File: config.mk
export PLATFORM = sky130hd
export DESIGN_NAME = line_pixel_stepper_core
export DESIGN_NICKNAME = d
export VERILOG_FILES = /design/src/hw/rtl/lps_pkg.sv /design/src/hw/rtl/line_pixel_stepper_core.sv
export SDC_FILE = /design/constraint.sdc
export NUM_CORES = 1
export LEC_CHECK = 0
export BUFFER_PORTS_ARGS = -buffer_cell sky130_fd_sc_hd__buf_2
export CAP_MARGIN = 15
export CORE_MARGIN = 5
export CORE_UTILIZATION = 30
export CTS_BUF_LIST = sky130_fd_sc_hd__clkbuf_8
export DETAILED_ROUTE_END_ITERATION = 6
export GPL_TIMING_DRIVEN = 0
export PLACE_DENSITY_LB_ADDON = 0.08
export SETUP_SLACK_MARGIN = 0.3
export SYNTH_ARGS = -nofsm -noshare
export SYNTH_HDL_FRONTEND = slang
export SYNTH_SLANG_ARGS = --single-unit
export TNS_END_PERCENT = 1
File: constraint.sdc
create_clock -name clk -period 8.01 [get_ports clk]
set_clock_uncertainty 0.1 [all_clocks]
set_input_delay 1.2015 -clock clk [delete_from_list [all_inputs] [get_ports clk]]
set_output_delay 1.2015 -clock clk [all_outputs]
set_load 0.01 [all_outputs]
File: src/hw/rtl/lps_pkg.sv
// Package with the widths and codes shared by the line pixel stepper files.
package lps_pkg;

    localparam int COORD_BITS = 12;
    localparam int SPAN_BITS  = COORD_BITS + 1;
    localparam int ERR_BITS   = COORD_BITS + 2;
    localparam int ESUM_BITS  = COORD_BITS + 4;
    localparam int FRAME_BITS = 12;
    localparam int INDEX_BITS = 22;
    localparam int PROD_BITS  = COORD_BITS + FRAME_BITS;
    localparam int RGBA_BITS  = 32;
    localparam int CFG_IDX_BITS = 4;

    typedef enum logic
    {
        OP_START = 1'b0,
        OP_TICK  = 1'b1
    } op_t;

    localparam logic [CFG_IDX_BITS-1:0] CFG_FRAME_WIDTH  = CFG_IDX_BITS'(0);
    localparam logic [CFG_IDX_BITS-1:0] CFG_FRAME_HEIGHT = CFG_IDX_BITS'(1);

    localparam logic [FRAME_BITS-1:0] FRAME_WIDTH_RESET  = FRAME_BITS'(1024);
    localparam logic [FRAME_BITS-1:0] FRAME_HEIGHT_RESET = FRAME_BITS'(1024);

endpackage

File: src/hw/rtl/line_pixel_stepper_core.sv
// Timing: a tick transaction shows its pixel on the output in the cycle after it is taken.
// Throughput: one transaction per cycle; the only limit is the single output register,
// which holds off input only while it is full and stalled.
// Reset: asynchronous, active low; the stepper is idle, the frame is 1024 by 1024
// and no pixel is pending.
module line_pixel_stepper_core
    import lps_pkg::*;
(
    input  logic                           clk,
    input  logic                           rst_n,
    // Configuration write channel
    input  logic                           cfg_valid,
    output logic                           cfg_ready,
    input  logic [CFG_IDX_BITS-1:0]        cfg_index,
    input  logic [FRAME_BITS-1:0]          cfg_data,
    // Input channel
    input  logic                           in_valid,
    output logic                           in_stall,
    input  logic                           op,
    input  logic signed [COORD_BITS-1:0]   start_x,
    input  logic signed [COORD_BITS-1:0]   start_y,
    input  logic signed [COORD_BITS-1:0]   end_x,
    input  logic signed [COORD_BITS-1:0]   end_y,
    input  logic [RGBA_BITS-1:0]           rgba,
    // Output channel
    output logic                           out_valid,
    input  logic                           out_stall,
    output logic signed [COORD_BITS-1:0]   pixel_x,
    output logic signed [COORD_BITS-1:0]   pixel_y,
    output logic [INDEX_BITS-1:0]          pixel_index,
    output logic [RGBA_BITS-1:0]           pixel_rgba,
    output logic                           on_screen,
    output logic                           last
);

    // Configuration registers
    logic [FRAME_BITS-1:0] frame_width_reg;
    logic [FRAME_BITS-1:0] frame_height_reg;

    // Line state
    logic signed [COORD_BITS-1:0] major_pos_reg, major_pos_next;
    logic signed [COORD_BITS-1:0] major_stop_reg, major_stop_next;
    logic signed [COORD_BITS-1:0] minor_pos_reg, minor_pos_next;
    logic [SPAN_BITS-1:0]         major_span_reg, major_span_next;
    logic [SPAN_BITS-1:0]         minor_span_reg, minor_span_next;
    logic signed [ERR_BITS-1:0]   err_acc_reg, err_acc_next;
    logic                         minor_dir_neg_reg, minor_dir_neg_next;
    logic                         steep_reg, steep_next;
    logic                         busy_reg, busy_next;
    logic [RGBA_BITS-1:0]         line_rgba_reg, line_rgba_next;

    // Output register
    logic                         out_valid_reg, out_valid_next;
    logic signed [COORD_BITS-1:0] pixel_x_reg, pixel_x_next;
    logic signed [COORD_BITS-1:0] pixel_y_reg, pixel_y_next;
    logic [INDEX_BITS-1:0]        pixel_index_reg, pixel_index_next;
    logic [RGBA_BITS-1:0]         pixel_rgba_reg, pixel_rgba_next;
    logic                         on_screen_reg, on_screen_next;
    logic                         last_reg, last_next;

    logic in_accept;
    logic out_accept;
    logic load_pixel;

    // Start decode
    logic signed [SPAN_BITS-1:0]  dx, dy, db;
    logic [SPAN_BITS-1:0]         adx, ady;
    logic                         start_steep;
    logic signed [COORD_BITS-1:0] a0, b0, a1, b1;
    logic signed [COORD_BITS-1:0] fa0, fb0, fa1, fb1;
    logic                         swap;
    logic [SPAN_BITS-1:0]         start_major_span;

    // Step logic
    logic signed [COORD_BITS-1:0] px, py;
    logic                         on;
    logic [PROD_BITS-1:0]         idx_prod;
    logic [PROD_BITS-1:0]         idx_sum;
    logic signed [ESUM_BITS-1:0]  err_sum;
    logic signed [ESUM_BITS-1:0]  err_sum2;
    logic signed [ESUM_BITS-1:0]  span_ext;
    logic                         minor_step;
    logic signed [COORD_BITS-1:0] major_inc;
    logic                         fin;

    assign cfg_ready  = 1'b1;
    assign in_stall   = out_valid_reg && out_stall;
    assign in_accept  = in_valid && !in_stall;
    assign out_accept = out_valid_reg && !out_stall;
    assign load_pixel = in_accept && (op == OP_TICK) && busy_reg;

    // Start: choose the major axis and order the endpoints along it.
    always_comb
    begin
        dx  = SPAN_BITS'(end_x) - SPAN_BITS'(start_x);
        dy  = SPAN_BITS'(end_y) - SPAN_BITS'(start_y);
        adx = dx[SPAN_BITS-1] ? SPAN_BITS'(-dx) : SPAN_BITS'(dx);
        ady = dy[SPAN_BITS-1] ? SPAN_BITS'(-dy) : SPAN_BITS'(dy);
        start_steep = ady > adx;

        a0 = start_steep ? start_y : start_x;
        b0 = start_steep ? start_x : start_y;
        a1 = start_steep ? end_y : end_x;
        b1 = start_steep ? end_x : end_y;

        swap = a1 < a0;
        fa0  = swap ? a1 : a0;
        fb0  = swap ? b1 : b0;
        fa1  = swap ? a0 : a1;
        fb1  = swap ? b0 : b1;

        start_major_span = SPAN_BITS'(SPAN_BITS'(fa1) - SPAN_BITS'(fa0));
        db = SPAN_BITS'(fb1) - SPAN_BITS'(fb0);
    end

    // Tick: current pixel, its frame index and the error update.
    always_comb
    begin
        px = steep_reg ? minor_pos_reg : major_pos_reg;
        py = steep_reg ? major_pos_reg : minor_pos_reg;

        on = !px[COORD_BITS-1] && !py[COORD_BITS-1]
            && (PROD_BITS'(unsigned'(px)) < PROD_BITS'(frame_width_reg))
            && (PROD_BITS'(unsigned'(py)) < PROD_BITS'(frame_height_reg));

        idx_prod = PROD_BITS'(unsigned'(py)) * PROD_BITS'(frame_width_reg);
        idx_sum  = idx_prod + PROD_BITS'(unsigned'(px));

        // The minor axis advances when twice the running error reaches the major span.
        err_sum    = ESUM_BITS'(err_acc_reg) + signed'(ESUM_BITS'(minor_span_reg));
        err_sum2   = err_sum <<< 1;
        span_ext   = signed'(ESUM_BITS'(major_span_reg));
        minor_step = err_sum2 >= span_ext;

        major_inc = major_pos_reg + COORD_BITS'(1);
        fin       = major_inc == major_stop_reg;
    end

    always_comb
    begin
        major_pos_next     = major_pos_reg;
        major_stop_next    = major_stop_reg;
        minor_pos_next     = minor_pos_reg;
        major_span_next    = major_span_reg;
        minor_span_next    = minor_span_reg;
        err_acc_next       = err_acc_reg;
        minor_dir_neg_next = minor_dir_neg_reg;
        steep_next         = steep_reg;
        busy_next          = busy_reg;
        line_rgba_next     = line_rgba_reg;

        if (in_accept && (op == OP_START))
        begin
            major_pos_next     = fa0;
            major_stop_next    = fa1;
            minor_pos_next     = fb0;
            major_span_next    = start_major_span;
            minor_span_next    = db[SPAN_BITS-1] ? SPAN_BITS'(-db) : SPAN_BITS'(db);
            minor_dir_neg_next = db[SPAN_BITS-1];
            err_acc_next       = '0;
            steep_next         = start_steep;
            busy_next          = start_major_span != '0;
            line_rgba_next     = rgba;
        end
        else if (load_pixel)
        begin
            major_pos_next = major_inc;
            if (minor_step)
            begin
                minor_pos_next = minor_dir_neg_reg ? minor_pos_reg - COORD_BITS'(1)
                                                   : minor_pos_reg + COORD_BITS'(1);
                err_acc_next   = ERR_BITS'(err_sum - span_ext);
            end
            else
            begin
                err_acc_next = ERR_BITS'(err_sum);
            end
            if (fin)
            begin
                busy_next = 1'b0;
            end
        end
    end

    always_comb
    begin
        out_valid_next   = out_valid_reg;
        pixel_x_next     = pixel_x_reg;
        pixel_y_next     = pixel_y_reg;
        pixel_index_next = pixel_index_reg;
        pixel_rgba_next  = pixel_rgba_reg;
        on_screen_next   = on_screen_reg;
        last_next        = last_reg;

        if (out_accept)
        begin
            out_valid_next = 1'b0;
        end
        if (load_pixel)
        begin
            out_valid_next   = 1'b1;
            pixel_x_next     = px;
            pixel_y_next     = py;
            pixel_index_next = on ? idx_sum[INDEX_BITS-1:0] : '0;
            pixel_rgba_next  = line_rgba_reg;
            on_screen_next   = on;
            last_next        = fin;
        end
    end

    always_ff @(posedge clk or negedge rst_n)
    begin
        if (!rst_n)
        begin
            frame_width_reg  <= FRAME_WIDTH_RESET;
            frame_height_reg <= FRAME_HEIGHT_RESET;
        end
        else if (cfg_valid && cfg_ready)
        begin
            if (cfg_index == CFG_FRAME_WIDTH)
            begin
                frame_width_reg <= cfg_data;
            end
            else if (cfg_index == CFG_FRAME_HEIGHT)
            begin
                frame_height_reg <= cfg_data;
            end
        end
    end

    always_ff @(posedge clk or negedge rst_n)
    begin
        if (!rst_n)
        begin
            major_pos_reg     <= '0;
            major_stop_reg    <= '0;
            minor_pos_reg     <= '0;
            major_span_reg    <= '0;
            minor_span_reg    <= '0;
            err_acc_reg       <= '0;
            minor_dir_neg_reg <= 1'b0;
            steep_reg         <= 1'b0;
            busy_reg          <= 1'b0;
            line_rgba_reg     <= '0;
            out_valid_reg     <= 1'b0;
        end
        else
        begin
            major_pos_reg     <= major_pos_next;
            major_stop_reg    <= major_stop_next;
            minor_pos_reg     <= minor_pos_next;
            major_span_reg    <= major_span_next;
            minor_span_reg    <= minor_span_next;
            err_acc_reg       <= err_acc_next;
            minor_dir_neg_reg <= minor_dir_neg_next;
            steep_reg         <= steep_next;
            busy_reg          <= busy_next;
            line_rgba_reg     <= line_rgba_next;
            out_valid_reg     <= out_valid_next;
        end
    end

    always_ff @(posedge clk)
    begin
        pixel_x_reg     <= pixel_x_next;
        pixel_y_reg     <= pixel_y_next;
        pixel_index_reg <= pixel_index_next;
        pixel_rgba_reg  <= pixel_rgba_next;
        on_screen_reg   <= on_screen_next;
        last_reg        <= last_next;
    end

    assign out_valid   = out_valid_reg;
    assign pixel_x     = pixel_x_reg;
    assign pixel_y     = pixel_y_reg;
    assign pixel_index = pixel_index_reg;
    assign pixel_rgba  = pixel_rgba_reg;
    assign on_screen   = on_screen_reg;
    assign last        = last_reg;

endmodule

Yosys cells after proc, flatten, opt, wreduce, memory -nomap -nowiden --
Cells that the tools add are included. Widths: inputs -> output; s select.
Operators by class: $add $sub $neg 13, $mul 1, magnitude comparators 5, equality and inequality tests 2, muxes and demuxes 27, bitwise logic cells 2, reductions and logical operators 23
Operators with widths (count):
- $mux 12 | 16
- $sub 12x12->13 | 4
- $mux 14 | 3
- $mux 13 | 3
- $neg 13->13 | 3
- $lt 12x12->1 | 3
- $add 12x2->12 const B | 2
- $add 22x12->22 | 1
- $mul 12x12->22 | 1
- $ge 16x14->1 | 1
- $add 14x14->15 | 1
- $sub 14x14->14 | 1
- $gt 13x13->1 | 1
- $reduce_bool 13->1 | 1
- $eq 12x12->1 | 1
- $sub 12x2->12 const B | 1
- $logic_and 1x1->1 | 9
- $reduce_bool 2->1 | 4
- $reduce_and 2->1 | 3
- $mux 1 | 5
- $eq 4x1->1 const B | 1
- $logic_not 1->1 | 4
- $logic_not 4->1 | 1
- $reduce_and 3->1 | 1
- $not 1->1 | 2
Storage, ports and cells: bits in registers 216, input port bits 102, output and inout port bits 83, word-level logic and storage cells 92

Logic depth before layout (Yosys ltp) --
Gate-level depths: netlist of run 1.
depth in word-level cells 10, depth in mapped cells 61, gate-level depth less buffers 53

Least setup slack after synthesis of run 1 --
OpenSTA, ideal clock, no wires.
kind input to register, start in end_x[0], end reg minor_span_reg[11], library setup time 133 ps, arrival time 11596 ps, data required time 7777 ps, slack -3819 ps, stages 52, buffers on the path 8, cell sequence inv_1 > ha_1 > fa_1 > xor2_1 > nand3_1 > or3_1 > or3_1 > or3_1 > o31ai_1 > xor2_1 > ha_1 > and3_1 > and3_1 > and3_1 > a21oi_1 > clkbuf_1 > clkbuf_1 > buf_1 > [16 not listed] > ha_1 > inv_1 > fa_1 > nand2_1 > nand2_1 > a21oi_1 > o21ai_0 > a21oi_1 > o21bai_1 > a21oi_1 > o21bai_1 > a21oi_1 > nand2b_1 > a31oi_1 > clkbuf_1 > a31oi_1 > xnor2_1 > o21ai_0
On the way: longest elaborated chain between the ends 10, elaborated cells on any way between the ends 14, classes of those cells add/sub: 4; order compare: 2; mux: 8
Ends and longest elaborated chain:
- start: declaration | RTL line line_pixel_stepper_core.sv:22 | input logic signed [COORD_BITS-1:0] end_x,
- $sub 12x12->13 | RTL line line_pixel_stepper_core.sv:95 | dx = SPAN_BITS'(end_x) - SPAN_BITS'(start_x);
- $neg 13->13 | RTL line line_pixel_stepper_core.sv:97 | adx = dx[SPAN_BITS-1] ? SPAN_BITS'(-dx) : SPAN_BITS'(dx);
- $mux 13 | RTL line line_pixel_stepper_core.sv:97
- $gt 13x13->1 | RTL line line_pixel_stepper_core.sv:99 | start_steep = ady > adx;
- $mux 12 (on tied branches) | RTL line line_pixel_stepper_core.sv:103, line_pixel_stepper_core.sv:101
- $lt 12x12->1 | RTL line line_pixel_stepper_core.sv:106 | swap = a1 < a0;
- $mux 12 (on tied branches) | RTL line line_pixel_stepper_core.sv:110, line_pixel_stepper_core.sv:108
- $sub 12x12->13 (*) | RTL line line_pixel_stepper_core.sv:113 | db = SPAN_BITS'(fb1) - SPAN_BITS'(fb0);
- $neg 13->13 | RTL line line_pixel_stepper_core.sv:158 | minor_span_next = db[SPAN_BITS-1] ? SPAN_BITS'(-db) : SPAN_BITS'(db);
- $mux 13 (*) | RTL line line_pixel_stepper_core.sv:158
- end signal: assignment | RTL line line_pixel_stepper_core.sv:253 | minor_span_reg <= minor_span_next;
- end: declaration | RTL line line_pixel_stepper_core.sv:45 | logic [SPAN_BITS-1:0] minor_span_reg, minor_span_next;
Every way passes the cells marked *; elsewhere a longest branch is shown, timed or not. A chain may end at the register's enable or synchronous reset.

Worst setup path in the final report of run 1 --
start in start_x[0], end reg minor_span_reg[9]
On the way: longest elaborated chain between the ends 10, elaborated cells on any way between the ends 14, classes of those cells add/sub: 4; order compare: 2; mux: 8
Ends and longest elaborated chain:
- start: declaration | RTL line line_pixel_stepper_core.sv:20 | input logic signed [COORD_BITS-1:0] start_x,
- $sub 12x12->13 | RTL line line_pixel_stepper_core.sv:95
- $neg 13->13 | RTL line line_pixel_stepper_core.sv:97
- $mux 13 | RTL line line_pixel_stepper_core.sv:97
- $gt 13x13->1 | RTL line line_pixel_stepper_core.sv:99
- $mux 12 (on tied branches) | RTL line line_pixel_stepper_core.sv:103, line_pixel_stepper_core.sv:101
- $lt 12x12->1 | RTL line line_pixel_stepper_core.sv:106
- $mux 12 (on tied branches) | RTL line line_pixel_stepper_core.sv:110, line_pixel_stepper_core.sv:108
- $sub 12x12->13 (*) | RTL line line_pixel_stepper_core.sv:113
- $neg 13->13 | RTL line line_pixel_stepper_core.sv:158
- $mux 13 (*) | RTL line line_pixel_stepper_core.sv:158
Marks and branches as above.

==> results.cfg, run 1 <==
[status]
status = finished with violations
violations = setup timing

[synth]
synthCells = 2348
synth_top_area_cell = dfrtp_1
yosysSeqAreaShare_pct = 28.44
syn_nets = 2759
synth.top_cell.area_share_pct = 16.42
yosys-top-cells-area = dfrtp_1 16%, ha_1 12%, edfxtp_1 12%, fa_1 11%, nand2_1 7.3%
dominantRegCellSynth = dfrtp_1
synth_edf_count = 80
async_flop_share_pct = 62.96
synth_commonest_cells = 399 x nand2_1, 253 x inv_1, 193 x ha_1
yosysWarningCount = 0
synth-seq-cells = 216
ys_types = 78
syn_area_um2 = 20420
avgSynthCellArea_um2 = 8.698
yosysMostFrequentCell = nand2_1

[layout]
fillCellCount = 6960
ff_latch_area_um2 = 5808
area_growth_syn_to_layout_pct = 24.89
multi_input_area_um2 = 14490
nNetsFinal = 3067
final-instance-count-excl-fill = 3562
drive_gt1_share_pct = 22.11

[clocking]
clkLatencyLatePin_ns = 0.60
clock_path_buffers = 3
htreeDepth = 2
hold_buffers = 0
root_buffer = clkbuf_8
cts_tree = done
cts_sinks = 216
clk_pin_slew_ns = 0.06
numCtsBuffers = 41

[route]
wl_per_cell_um = 20.04
drt_iter0_drc = 1058
drc_errors = 0
first_pass_iters = 5
drtAntennaViolNets = 0
vias = 17790
drt-total-wl_um = 71390
viasPerCell = 4.995

[timing]
rsz0062_at_grt = true
maxSlewViolCount = 0
finalCritPeriodShare_pct = 131.8
finalSetupViolations = 59
finalHoldViolCount = 0
max_freq_mhz = 94.70
relSlewSlack_pct = 30.44
setup-tns-final_ns = -48.45
tightest_slew_ns = 1.032
fin_ws_ns = -2.550
finalCriticalPeriod_ns = 10.56

[floorplanning]
die-height_um = 270.9
core_um2 = 67400
io_pins = 185
initial_utilization_pct = 30.30
dieArea_um2 = 73390
die_w_um = 270.9
std_cell_rows = 95

[global_routing]
grt_antenna_before_repair = 3
grt_usage_pct = 19.16
gr-total-overflow = 0
grt_pass1_wl_um = 110400
grt_max_degree = 71
grt_pass1_vias = 18480

[min_path]
hp-class = reg2reg
hold_start = line_rgba_reg[21]

[critical_path]
setup.worst_path.class = in2reg
worst_ep_arrival_time_ns = 10.92
cp.required_ns = 8.37
crit_path_max_fanout = 8
crit_path_top_delay_cell = or4_4
startpoint = start_x[0]
endpoint_kind = register
timing.rr.start = steep_reg
cp_common_cell = nand2_2
slowest_delay_ns = 0.55
start_kind = primary input
r2r_slack_ns = 0.44

[run]
drv_cap = 0

[placed_design]
dpl.hpwl_um = 56040
gp_congestion = 0.8733
dp.cells = 3406
port-buffer-count = 181
-- critical path: cells and delay by family --
| family | cells | cell delay, ns |
|---|---|---|
| XOR/XNOR | 3 | 0.48 |
| adder cells (fa/ha/maj) | 6 | 1.69 |
| AND/OR/NAND/NOR | 17 | 3.28 |
| AO/OA/AOI/OAI | 16 | 2.30 |
| buffers and inverters | 11 | 1.49 |
| multiplexers | 2 | 0.47 |
-- kinds of logic (layout without fill, tap and decap cells) --
kind of cell	Yosys count	after routing	share of synthesized area, %
xor+xnor	136	136	5.833
flops	216	216	28.44
other cells	1	4	0.01836
fa+ha+maj	313	313	23.39
compound gates	492	492	15.37
simple gates	750	750	15.94
mux	84	84	4.344
buf+inv	356	694	6.666
-- through the flow --
| stage | hold WS, ns | setup WS, ns | cell area, um^2 | utilization, % |
|---|---|---|---|---|
| global placement | 0.3288 | -4.844 | 22750 | 33.76 |
| global route | 0.3488 | -2.776 | 25500 | 37.84 |
| floorplan | 0.3248 | -2.228 | 20750 | - |
| CTS | 0.3335 | -2.377 | 24930 | 36.98 |
| detailed placement | 0.3326 | -4.948 | 22840 | 33.89 |
| finish | 0.3402 | -2.550 | 25500 | 37.84 |
-- per-layer routing --
layer	global-route usage (%)	up-vias	routed length (um)
met4	5.351	0	2038
met1	25.46	8714	32510
li1	-	8557	-
met2	32.66	408	33920
met3	2.720	113	2925
met5	0	-	0
-- worst paths after layout --
path                                             to  cells past startpoint
worst max register to register      pixel_index[21]                     29
worst max-delay path              minor_span_reg[9]                     55
max in group asynchronous       frame_height_reg[4]                      2
worst min-delay path                 pixel_rgba[21]                      0
min in group asynchronous         major_span_reg[1]                      1
worst min register to register       pixel_rgba[21]                      0
-- cells in the final DEF (no fill, tap or decap), drive strengths merged, types with 6 or more instances in the layout --
cell	n
a31oi	20
mux2i	50
fa	116
nor3	21
buf	286
a21oi	113
nand3	15
dfrtp	134
o21bai	23
nand2	399
o21a	26
a21o	33
and3	13
o221ai	13
inv	272
and2	40
o211ai	19
o21ai	158
nor3b	6
nor2	169
mux2	34
a21boi	13
or3	16
xor2	52
clkbuf	126
a211oi	21
ha	193
o31ai	6
xnor2	84
nand2b	22
edfxtp	80
nor2b	24
-- layout make-up --
| cell class | instances | area share, % |
|---|---|---|
| tap | 873 | 4.283 |
| clock buffer | 46 | 2.482 |
| inverter | 255 | 3.827 |
| multi-input combinational | 1776 | 56.81 |
| buffer | 101 | 2.664 |
| timing repair buffer | 265 | 6.471 |
| sequential | 216 | 22.77 |
| clock inverter | 27 | 0.6623 |
| antenna | 3 | 0.02943 |
-- repair_timing --
item                       in CTS  in global routing
pin swaps                      89                 52
gates resized for setup       207                103
gates cloned                    1                  0
buffers inserted               64                 15
setup endpoints to repair      70                 65
Power of run 1 is left out: the tool's default activity adds up to more than one toggle a clock period on the data nets, which glitch-free logic cannot reach.
==> inputs of run 2 (changes only) <==
--- a/config.mk
+++ b/config.mk
@@ -14,6 +14,7 @@
 export GPL_TIMING_DRIVEN = 0
 export PLACE_DENSITY_LB_ADDON = 0.08
 export SETUP_SLACK_MARGIN = 0.3
+export SKIP_CTS_REPAIR_TIMING = 1
 export SYNTH_ARGS = -nofsm -noshare
 export SYNTH_HDL_FRONTEND = slang
 export SYNTH_SLANG_ARGS = --single-unit
==> constraint.sdc (replaced) <==
create_clock -name clk -period 12.14 [get_ports clk]
set_clock_uncertainty 0.1 [all_clocks]
set_input_delay 1.821 -clock clk [delete_from_list [all_inputs] [get_ports clk]]
set_output_delay 1.821 -clock clk [all_outputs]
set_load 0.01 [all_outputs]
==> results.cfg, run 2 (synthesis gave the netlist of run 1 again) <==
[status]
status = finished clean

[floorplanning]
std_cell_rows = 95
initial_utilization_pct = 30.30
die_w_um = 270.9
core_um2 = 67400
io_pins = 185
die-height_um = 270.9
dieArea_um2 = 73390

[route]
viasPerCell = 4.965
drtAntennaViolNets = 0
first_pass_iters = 6
drc_errors = 0
vias = 17470
wl_per_cell_um = 19.91
drt-total-wl_um = 70040
drt_iter0_drc = 996

[layout]
layout_common_cells = 397 x nand2_1, 259 x inv_1, 186 x ha_1
area_growth_syn_to_layout_pct = 19.41
final-instance-count-excl-fill = 3518
final_common_cell = nand2_1
drive_gt1_share_pct = 16.91
nNetsFinal = 3023

[timing]
finalCriticalPeriod_ns = 11.55
finalHoldViolCount = 0
max_freq_mhz = 86.59
tightest_slew_ns = 0.9792
rsz0062_at_grt = true
finalSetupViolations = 0
finalCritPeriodShare_pct = 95.13
maxSlewViolCount = 0
relSlewSlack_pct = 32.85

[critical_path]
reg2reg_depth = 28
setup.worst_path.class = in2reg
timing.rr.start = steep_reg
r2r_slack_ns = 3.78
critPathBufInv = 11
start_kind = primary input
endpoint_kind = register
crit_path_max_fanout = 10
critical_path.top_delay_family = compound AO/OA/AOI/OAI gates
cp.required_ns = 12.50
crit_path_top_delay_cell = or3_4
worst_ep_arrival_time_ns = 11.91
reg2reg_to = pixel_index[21]
slowest_delay_ns = 0.40

[clocking]
root_buffer = clkbuf_8
clock_path_buffers = 3
numCtsBuffers = 41
clk_pin_slew_ns = 0.06
cts_sinks = 216
clkLatencyLatePin_ns = 0.62
htreeDepth = 2
cts_tree = done

[global_routing]
grt_pass1_vias = 17920
grt_max_degree = 86
grt_pass1_wl_um = 107200
gr-total-overflow = 0
grt_usage_pct = 18.66
grt_antenna_before_repair = 1

[min_path]
hp-class = reg2reg
hold_depth = 0
hold_start = line_rgba_reg[4]
hold_path_end = pixel_rgba[4]

[placed_design]
port-buffer-count = 181
gp_congestion = 0.8747
dp.cells = 3406
dpl.hpwl_um = 55880

[run]
drv_cap = 0
==> run 2: changes by cell type in the layout (fill, tap and decap cells not counted), moves of 12 or more <==
| cell | delta |
|---|---|
| xnor2_1 | +12 |
| a21oi_2 | -14 |
| o21ai_2 | -14 |
| buf_4 | -46 |
| a21oi_1 | +21 |
| o21ai_1 | -16 |
| o21ai_0 | +31 |
==> run 2: worst max-delay path by stage <==
stage	start	endpoint	slack [ns]	depth (start not counted)
after floorplan	start_y[2]	minor_span_reg[11]	0.32	58
after global placement	start_y[2]	minor_span_reg[11]	-2.67	57
after detailed placement	start_y[2]	minor_span_reg[11]	-2.72	57
after CTS	start_y[2]	minor_span_reg[11]	-2.13	58
after global routing	start_x[1]	minor_span_reg[9]	0.15	59
final	end_y[0]	minor_span_reg[6]	0.59	61
==> run 2: final cells by class <==
cell class	count	area (um^2)
clock buffer	51	701.9
clock inverter	24	186.4
sequential	216	5808
buffer	101	530.5
antenna	1	2.502
tap	873	1092
multi-input combinational	1776	13830
timing repair buffer	221	1259
fill	7045	43010
inverter	255	972.2
==> run 2: metrics by stage <==
stage / hold WS (ns) / area (um^2) / utilization, % / setup TNS, ns / setup slack, ns
floorplan: 0.3248 / 20460 / - / 0 / 0.3229
global placement: 0.3280 / 22460 / 33.32 / -33.60 / -2.666
detailed placement: 0.3312 / 22550 / 33.46 / -34.67 / -2.724
CTS: 0.3371 / 23440 / 34.78 / -25.92 / -2.128
global route: 0.3499 / 24390 / 36.18 / 0 / 0.1526
finish: 0.3446 / 24390 / 36.18 / 0 / 0.5915
==> run 2: layer usage <==
metal,global-route usage [%],vias up,wire (um)
met5,0,-,0
met1,25.40,8519,32310
met2,31.14,392,32870
met3,2.729,90,3060
met4,5.028,0,1795
li1,-,8466,-
==> run 2: worst register-to-register path, delay by kind of cell, from the launching register on <==
kind	cells	cell delay [ns]
AOI/OAI and AO/OA	12	2.50
xor gates and xnor gates	1	0.13
adders and majority gates	6	2.60
buffers and inverters	6	1.85
DFF	1	0.32
muxes	1	0.36
and+or+nand+nor	2	0.24
Power of run 2 is left out for the same reason.
==> inputs of run 3 (changes only) <==
--- a/config.mk
+++ b/config.mk
@@ -8,7 +8,7 @@
 export BUFFER_PORTS_ARGS = -buffer_cell sky130_fd_sc_hd__buf_2
 export CAP_MARGIN = 15
 export CORE_MARGIN = 5
-export CORE_UTILIZATION = 30
+export CORE_UTILIZATION = 55
 export CTS_BUF_LIST = sky130_fd_sc_hd__clkbuf_8
 export DETAILED_ROUTE_END_ITERATION = 6
 export GPL_TIMING_DRIVEN = 0
==> results.cfg, run 3 (synthesis gave the netlist of run 1 again) <==
[critical_path]
critical_path.top_delay_family = simple AND/OR/NAND/NOR gates
crit_path_max_fanout = 10
endpoint_kind = register
cp_common_cell = nand2_1
crit_path_top_delay_cell = or4_1
worst_ep_arrival_time_ns = 11.90
slowest_delay_ns = 0.51
critPathBufInv = 11
start_kind = primary input
cp.required_ns = 12.47
setup.worst_path.class = in2reg

[route]
drtAntennaViolNets = 0
viasPerCell = 5.767
vias = 17940
wl_per_cell_um = 20.22
drt-total-wl_um = 62890
drc_errors = 0
first_pass_iters = 7
drt_iter0_drc = 1221

[placed_design]
pre_cts_ws_ns = -2.486
gp_congestion = 0.9752
port-buffer-count = 181
dpl.hpwl_um = 49930

[run]
drv_cap = 0

[layout]
nNetsFinal = 3022
area_growth_syn_to_layout_pct = 16.08
drive_gt1_share_pct = 16.40
post-route-util_pct = 64.75
fillCellCount = 3216
multi_input_area_um2 = 13700
final_common_cell = nand2_1
layout_common_cells = 398 x nand2_1, 255 x inv_1, 186 x ha_1
ff_latch_area_um2 = 5808

[timing]
fin_ws_ns = 0.5689
max_freq_mhz = 86.42
tightest_slew_ns = 0.9594
maxSlewViolCount = 0
setup-tns-final_ns = 0
relSlewSlack_pct = 34.21
finalCriticalPeriod_ns = 11.57
finalSetupViolations = 0
finalCritPeriodShare_pct = 95.31
finalHoldViolCount = 0
fin_hold_ws_ns = 0.3438
rsz0062_at_grt = true

[floorplanning]
die_w_um = 202.7
io_pins = 185
die-height_um = 202.7
std_cell_rows = 70
dieArea_um2 = 41090
initial_utilization_pct = 55.78
core_um2 = 36610

[clocking]
root_buffer = clkbuf_8
htreeDepth = 2
clock_path_buffers = 3
numCtsBuffers = 37
cts_sinks = 216
clkLatencyLatePin_ns = 0.56
cts_tree = done
clk_pin_slew_ns = 0.07

[global_routing]
grt_pass1_wl_um = 97740
gr-total-overflow = 0
grt_max_degree = 96
grt_usage_pct = 29.93
grt_antenna_before_repair = 2
grt_pass1_vias = 18060

[min_path]
hp-class = reg2reg

[status]
status = finished clean
==> run 3: cell types whose count changed in the layout (fill, tap and decap cells not counted), moves of 4 or more <==
cell and delta:
inv_1 -4, clkbuf_8 -6, buf_8 +4, buf_6 -5
==> run 3: final timing paths <==
path,slack [ns],to,startpoint,cells past startpoint
setup / recovery,0.57,minor_span_reg[8],start_x[1],57
hold / removal,0.34,pixel_rgba[18],line_rgba_reg[18],0
setup reg to reg,3.84,pixel_index[21],steep_reg,28
hold reg to reg,0.34,pixel_rgba[18],line_rgba_reg[18],0
max in group asynchronous,10.02,frame_height_reg[10],rst_n,2
min in group asynchronous,1.07,major_span_reg[3],rst_n,1
==> run 3: routing by layer <==
layer / GRT usage, % / wire, um / vias to the layer above
met5: 0 / 13 / -
met2: 50.99 / 29630 / 729
met1: 39.48 / 26660 / 8613
met3: 4.249 / 4272 / 139
li1: - / - / 8453
met4: 10.23 / 2312 / 2
==> run 3: cell type report <==
cell class              instances  area share (%)
flip-flops and latches        216           24.50
inverters                     255           4.064
multi-input cells            1776           57.77
repair buffers                224           5.394
plain buffers                 101           2.354
clock buffers                  45           2.613
well taps                     468           2.470
diodes                          2         0.02111
clock inverters                23          0.8128
==> run 3: through the flow <==
stage	instance area (um^2)	std cells
finish	23710	3110
global route	23700	3108
CTS	22830	3068
detailed placement	22020	3000
global placement	21950	2997
floorplan	20460	2348
Power of run 3 is left out for the same reason.
